## config.mk

```make
export PLATFORM = sky130hd
export DESIGN_NAME = rte_ram
export DESIGN_NICKNAME = d
export VERILOG_FILES = /design/src/sv/range_and_threshold_extent_assert.svh /design/src/sv/rte_ram.sv
export SDC_FILE = /design/constraint.sdc
export NUM_CORES = 1
export LEC_CHECK = 0
export ABC_AREA = 1
export ABC_CLOCK_PERIOD_IN_PS = 1900
export BUFFER_PORTS_ARGS = -buffer_cell sky130_fd_sc_hd__buf_2
export CORE_UTILIZATION = 30
export CTS_CLUSTER_DIAMETER = 150
export DETAILED_ROUTE_END_ITERATION = 8
export GPL_TIMING_DRIVEN = 0
export MAX_ROUTING_LAYER = met4
export PLACE_DENSITY_LB_ADDON = 0.12
export SYNTH_ARGS = -nofsm -noshare
export SYNTH_HDL_FRONTEND = slang
export SYNTH_SLANG_ARGS = --single-unit
```

## constraint.sdc

```tcl
create_clock -name clk -period 1.9 [get_ports clk]
set_input_delay 0 -clock clk [delete_from_list [all_inputs] [get_ports clk]]
set_output_delay 0 -clock clk [all_outputs]
set_load 0.005 [all_outputs]
```

## src/sv/range_and_threshold_extent_assert.svh

```systemverilog
// ---------------------------------------------------------------------------
// range_and_threshold_extent assertion macros
// Shared concurrent assertion forms, clocked on clk, disabled in rst.
// ---------------------------------------------------------------------------
`ifndef RANGE_AND_THRESHOLD_EXTENT_ASSERT_SVH
`define RANGE_AND_THRESHOLD_EXTENT_ASSERT_SVH

// same-cycle implication
`define RTE_ASSERT_NOW(label, ante, cons) \
  label: assert property (@(posedge clk) disable iff (rst) (ante) |-> (cons)) \
    else $error("rte assertion failed");

// next-cycle implication
`define RTE_ASSERT_NEXT(label, ante, cons) \
  label: assert property (@(posedge clk) disable iff (rst) (ante) |=> (cons)) \
    else $error("rte assertion failed");

`endif

```

## src/sv/rte_ram.sv

```systemverilog
// ---------------------------------------------------------------------------
// rte_ram
// Simple dual-port RAM: one write port, one read port with registered data.
// ---------------------------------------------------------------------------
module rte_ram #(
  parameter int WIDTH = 32,
  parameter int DEPTH = 16,
  localparam int AW = $clog2(DEPTH)
) (
  input  logic             clk,
  input  logic             we,
  input  logic [AW-1:0]    waddr,
  input  logic [WIDTH-1:0] wdata,
  input  logic [AW-1:0]    raddr,
  output logic [WIDTH-1:0] rdata
);

  logic [WIDTH-1:0] mem [DEPTH];

  always_ff @(posedge clk) begin
    if (we) mem[waddr] <= wdata;
    rdata <= mem[raddr];
  end

endmodule

```

Yosys cells after proc, flatten, opt, wreduce, memory -nomap -nowiden. Memory sizes are Yosys's and may differ from the RTL's. A register that Yosys moved wholly into a read port is not among the register bits. Cells that the tools add are included.

Multiplexer cells: 2.

Operators with widths (number): 2-to-1 mux 1 bit (2).

Output and inout bits: 32. Memory bits (writable): 512. Word-level logic and storage cells: 3. Register bits after elaboration: 0. Memories: 1.

Memory list: mem (words 16, bits a word 32, rd ports 1, clocked after Yosys merged registers in 1, write ports 1, RTL line rte_ram.sv:18) `logic [WIDTH-1:0] mem [DEPTH];`.

Depth between registers and ports, before layout. Gate-level depths: netlist of run 1.

Depth after elaboration: 2. Gate-level depth with buffers: 10. Depth with buffers taken out: 7.

Least setup slack after synthesis of run 1. OpenSTA, ideal clock, no wires.

Path kind: input to register. From: in waddr[2]. To: mem mem[10][0], enable pin. Data required time: 1.479 ns. Setup slack: -0.093 ns. Arrival: 1.572 ns. Library setup time: 0.421 ns. Cell stages on the path: 2. Path through: nand3b_1 nor2_1.

RTL lines: from (decl) (RTL line rte_ram.sv:12) `input logic [AW-1:0] waddr,`; to (decl) (RTL line rte_ram.sv:18).

Straight into the memory's write port.

==> impl_metrics.csv, run 1 <==
group,metric,value,unit
finish,area_growth,19.66,%
power_and_ir_drop,p_seq_share,49.8,%
die,coreArea,74700,sq um
logic_synthesis,yosys_register_bits,544,
clock_network,cts_buffers,60,
finish,final_util,36.41,%
detailed_routing,ant_nets,0,
logic_synthesis,synth_nets,2162,
clock_network,cts_hold_buf,34,
worst_hold_path,hp-class,"in2reg",
global_route,grtUsageTotal,18.55,%
timing,period_needed,1.785,ns
detailed_routing,met3_length,3019,um
finish,layout_common_cells,"677 x nand2_1, 512 x edfxtp_1, 388 x inv_1, 385 x nand3_1, 112 x buf_2",
detailed_routing,met1_length,32700,um
detailed_routing,vias_per_cell,4.482,
placement,place_congestion,0.7767,
clock_network,clk_latency,0.64,ns
die,die_w,277.3,um
timing,rsz0062_at_grt,"false",
detailed_routing,wirelength,69150,um
worst_setup_path,required,2.41,ns
timing,finalSetupViolations,0,
detailed_routing,drtIter0Drc,1134,
global_route,grt.overflow.total,0,
clock_network,cts_resized,0,
global_route,grt_max_degree,21,
logic_synthesis,yosys_warnings,0,
logic_synthesis,synthCells,2120,
placement,dp_slack,-0.03862,ns
power_and_ir_drop,switching_power,6.185,mW
logic_synthesis,synth.yosys.seq_area_share,70.46,%
job,maxCapViolCount,0,
power_and_ir_drop,peakVddDrop,0.6940,mV
clock_network,cts_tree,"built",
status,outcome,"finished clean",
clock_network,clock-sinks,544,
logic_synthesis,synthDistinctLibCells,15,
worst_hold_path,hold_depth,8,
placement,io_buffers,71,
global_route,grt_antenna_before_repair,0,
logic_synthesis,avgSynthCellArea,10.72,sq um
placement,dp_hpwl,44860,um
clock_network,clock-root-buffer,"clkbuf_16",
logic_synthesis,mappedNetlistArea,22730,sq um
global_route,first_global_vias,14420,
die,die_h,277.3,um
worst_setup_path,crit_arrival,2.29,ns
die,io_pins,74,
detailed_routing,dr_wl_met2,31820,um
finish,final_nets,2349,
detailed_routing,num_vias,14910,
finish,layout-drive-gt1-share,11.58,%
worst_setup_path,path_class,"in2reg",
power_and_ir_drop,p_clk_share,43.3,%
die,rows,100,
power_and_ir_drop,leakagePower,11.45,nW
clock_network,cts_buffer_depth,3,
worst_setup_path,critPathLaunchType,"input pin",
timing,maxSlewViolCount,0,
worst_setup_path,end_kind,"flop",
timing,worst_pin_slew,1.088,ns
timing,hold_viol,0,
clock_network,path_clk_slew,0.06,ns
finish,antenna_cells,0,
timing,fin_skew,0.01571,ns
detailed_routing,dr.max_layer_used,"met4",
detailed_routing,wl_per_cell,20.78,um
power_and_ir_drop,pwr_density_cell,995.9,nW/um^2
finish,final_common_cell,"nand2_1",
power_and_ir_drop,p_comb_share,7.0,%
power_and_ir_drop,sw_frac_of_total,22.83,%
die,start_util,30.43,%
clock_network,h-tree-depth,2,
global_route,grt_pass1_wl,99960,um
timing,slew_headroom,27.46,%
timing,fin_crit_sh,93.97,%
worst_setup_path,crit_fanout,10,
detailed_routing,firstDrtPassIters,7,
worst_setup_path,reg2reg_depth,6,
die,dieArea,76870,sq um
clock_network,postCtsSetupRepairBufs,0,
timing,holdWs,0.1623,ns
timing,fmaxAchievable,560.1,MHz
timing,setup_ws,0.1145,ns
detailed_routing,drc_errors,0,
power_and_ir_drop,power.internal,20.90,mW
logic make-up (layout without fill, tap and decap cells):
| logic type | count (synthesis) | in the layout | share of synthesized area, % |
|---|---|---|---|
| buffers and inverters | 495 | 733 | 9.539 |
| flip-flops | 544 | 544 | 70.46 |
| AND/OR/NAND/NOR | 1081 | 1081 | 20.00 |
flip-flops by register name (all words and copies together), names as in the netlist:
register,flops
rdata,32
mem,512
metal layers:
metal / GRT usage [%] / up-vias
met5: - / -
met4: 4.858 / 0
met3: 2.695 / 99
met2: 28.89 / 342
met1: 25.31 / 7234
li1: - / 7238
layout make-up:
type | count | area [sq um]
Fill cell | 7282 | 47500
Sequential cell | 544 | 16020
Multi-Input combinational cell | 1081 | 4667
Clock buffer | 95 | 1733
Inverter | 390 | 1466
Tap cell | 969 | 1212
Timing Repair Buffer | 125 | 1156
Buffer | 105 | 701.9
Clock inverter | 18 | 246.5
worst max-delay path, cell delays in order:
cell,delay (ns)
dlygate4sd3_1,0.52
buf_2,0.17
buf_2,0.38
clkbuf_1,0.75
nand3_1,0.21
nand3_1,0.16
nand2_1,0.09
power groups by stage:
stage | logic, mW | registers [mW] | clock network [mW]
final | 1.89 | 13.5 | 11.7
after global routing | 2.08 | 13.5 | 12.4
after CTS | 1.93 | 13.5 | 12.0
after detailed placement | 1.87 | 13.7 | 0
after global placement | 1.79 | 13.7 | 0
after floorplan | 0.917 | 13.7 | 0
cell usage after synthesis:
| cell type | n | area share (%) |
|---|---|---|
| nand2_1 | 677 | 11 |
| edfxtp_1 | 512 | 68 |
| inv_1 | 388 | 6.4 |
| nand3_1 | 385 | 8.5 |
| buf_2 | 41 | 0.90 |
| dfxtp_1 | 32 | 2.8 |
| buf_6 | 29 | 1.4 |
| nor2_1 | 17 | 0.28 |
| buf_1 | 14 | 0.23 |
| clkbuf_1 | 14 | 0.23 |
| buf_4 | 6 | 0.20 |
| nand3b_1 | 2 | 0.066 |
| buf_12 | 1 | 0.088 |
| inv_2 | 1 | 0.016 |
| inv_4 | 1 | 0.028 |
final timing paths:
| check | from | end | slack, ns |
|---|---|---|---|
| setup reg to reg | mem[13][10] | rdata[10] | 0.82 |
| setup / recovery | raddr[2] | rdata[18] | 0.11 |
| hold reg to reg | mem[10][27] | rdata[27] | 0.66 |
| hold / removal | raddr[0] | rdata[1] | 0.16 |
per-stage QoR:
| stage | instances | total power [mW] | TNS (ns) | area [sq um] |
|---|---|---|---|---|
| 2_1_floorplan | 2120 | 14.66 | -29.55 | 22750 |
| 3_3_place_gp | 3160 | 15.53 | -827.44 | 24310 |
| 3_5_place_dp | 3180 | 15.60 | -0.3718 | 24880 |
| 4_1_cts | 3327 | 27.40 | 0 | 27200 |
| 5_1_grt | 3327 | 28.03 | 0 | 27200 |
| 6_report | 3327 | 27.09 | 0 | 27200 |
No activity file was read; power rests on OpenSTA's default activity.
==> run 2: changes to the inputs <==
- ABC_CLOCK_PERIOD_IN_PS: 1900 -> 1600
- PLACE_DENSITY: not set -> 0.5
- PLACE_DENSITY_LB_ADDON: 0.12 -> not set
- clock period: 1.9 -> 1.6 ns (I/O delays scaled with it)
==> impl_metrics.csv, run 2 (synthesis gave the netlist of run 1 again) <==
group,metric,value,unit
detailed_routing,ant_nets,0,
detailed_routing,vias_per_cell,4.553,
clock_network,clock-sinks,544,
worst_setup_path,path_cells,"buf_2 -> inv_1 -> nand2_1 -> nor2_4 -> buf_16",
detailed_routing,firstDrtPassIters,5,
finish,area_growth,19.26,%
die,start_util,30.43,%
timing,rsz0062_at_grt,"false",
placement,io_buffers,71,
worst_setup_path,path_class,"in2reg",
timing,slew_headroom,27.20,%
die,rows,100,
worst_setup_path,end_kind,"flop",
worst_setup_path,critPathLaunchType,"input pin",
worst_hold_path,hp-class,"in2reg",
job,maxCapViolCount,0,
finish,largest_register_ffs,512,
clock_network,h-tree-depth,2,
die,die_h,277.3,um
global_route,first_global_vias,14490,
timing,fmaxAchievable,785.0,MHz
timing,finalSetupViolations,0,
finish,final_nets,2345,
timing,hold_viol,0,
clock_network,cts_resized,0,
die,coreArea,74700,sq um
placement,place_congestion,0.7843,
finish,reg.largest.list,"mem (512), rdata (32)",
power_and_ir_drop,p_total,31.79,mW
worst_setup_path,crit_fanout,19,
clock_network,clk_latency,0.63,ns
clock_network,cts_buffer_depth,3,
timing,period_needed,1.274,ns
worst_setup_path,reg2reg_slack,0.52,ns
worst_setup_path,crit_path_start,"waddr[0]",
detailed_routing,drtIter0Drc,1370,
global_route,grtUsageTotal,17.59,%
finish,final_common_cell,"nand2_1",
clock_network,cts_buffers,58,
detailed_routing,wirelength,65690,um
worst_setup_path,reg2reg_depth,6,
detailed_routing,wl_per_cell,19.77,um
timing,worst_pin_slew,1.092,ns
power_and_ir_drop,pwr_density_cell,1173,nW/um^2
worst_setup_path,r2r_start,"mem[13][10]",
clock_network,path_clk_slew,0.06,ns
worst_setup_path,crit_arrival,1.58,ns
power_and_ir_drop,leakagePower,11.41,nW
global_route,grt_pass1_wl,96230,um
detailed_routing,drc_errors,0,
timing,holdWs,0.02432,ns
power_and_ir_drop,peakVddDrop,0.8023,mV
timing,fin_crit_sh,79.62,%
finish,top_register,"mem",
timing,fin_skew,0.02800,ns
detailed_routing,num_vias,15120,
worst_setup_path,crit_end,"mem[2][24]",
worst_setup_path,timing.rr.end,"rdata[10]",
die,dieArea,76870,sq um
finish,stdcell_count,3322,
die,io_pins,74,
placement,dp_hpwl,42230,um
finish,layout-drive-gt1-share,11.43,%
global_route,grt.overflow.total,0,
die,die_w,277.3,um
finish,final_util,36.29,%
status,outcome,"finished clean",
placement,dp.cells,3178,
worst_setup_path,cp_slowest_stage_delay,0.85,ns
finish,layout_common_cells,"677 x nand2_1, 512 x edfxtp_1, 388 x inv_1, 385 x nand3_1, 112 x buf_2",
worst_setup_path,required,1.91,ns
global_route,grt_antenna_before_repair,0,
global_route,grt_max_degree,22,
clock_network,clock-root-buffer,"clkbuf_16",
timing,maxSlewViolCount,0,
clock_network,cts_tree,"built",
finish,antenna_cells,0,
worst_setup_path,slowest_stage,"nor2_4",
clock_network,postCtsSetupRepairBufs,0,
run 2: metrics by stage:
stage	setup TNS, ns	worst slack (ns)	area, sq um
after floorplan	-125.55	-0.3927	22750
after global placement	-908.87	-2.507	24310
after detailed placement	-52.69	-0.2977	24840
after CTS	0	0.3499	27110
after global routing	0	0.2674	27110
final	0	0.3261	27110
run 2: how the worst min path moves through the flow:
stage,start,endpoint,cells after the start
5_1_grt,raddr[2],rdata[0],5
3_5_place_dp,rdata[3],rdata[3],1
4_1_cts,raddr[2],rdata[2],5
2_1_floorplan,wdata[0],mem[0][0],0
3_3_place_gp,rdata[4],rdata[4],1
6_report,raddr[2],rdata[2],5
run 2: power breakdown:
part           internal [mW]  switching, mW  total (mW)
Sequential              15.9         0.0784        16.0
Clock                   7.98           5.60        13.6
Combinational          0.669           1.54        2.21
run 2: per-layer routing:
metal  global-route usage [%]  share of wire [%]  vias to the layer above
li1                         -                  -                     7226
met1                    23.65                 45                     7366
met2                    27.83                 47                      445
met3                    2.350                5.7                       87
met4                    4.900                2.4                        0
met5                        -                  0                        -
run 2: critical path, delay by kind of cell:
| family | cells | cell delay (ns) |
|---|---|---|
| AND/OR/NAND/NOR | 2 | 1.11 |
| buffers and inverters | 3 | 0.45 |
run 2: area by class of cell:
cell class                 instances  area [sq um]
buffer                           105         701.9
clock buffer                      73          1549
clock inverter                    37         380.4
fill                            7230         47590
inverter                         390          1466
multi-input combinational       1081          4667
sequential                       544         16020
tap                              969          1212
timing repair buffer             123          1116
run 2: timing repair:
item                                    CTS  global route
hold buffers                             34             0
endpoints found under the hold margin   515             0
endpoints found under the setup margin    0             0
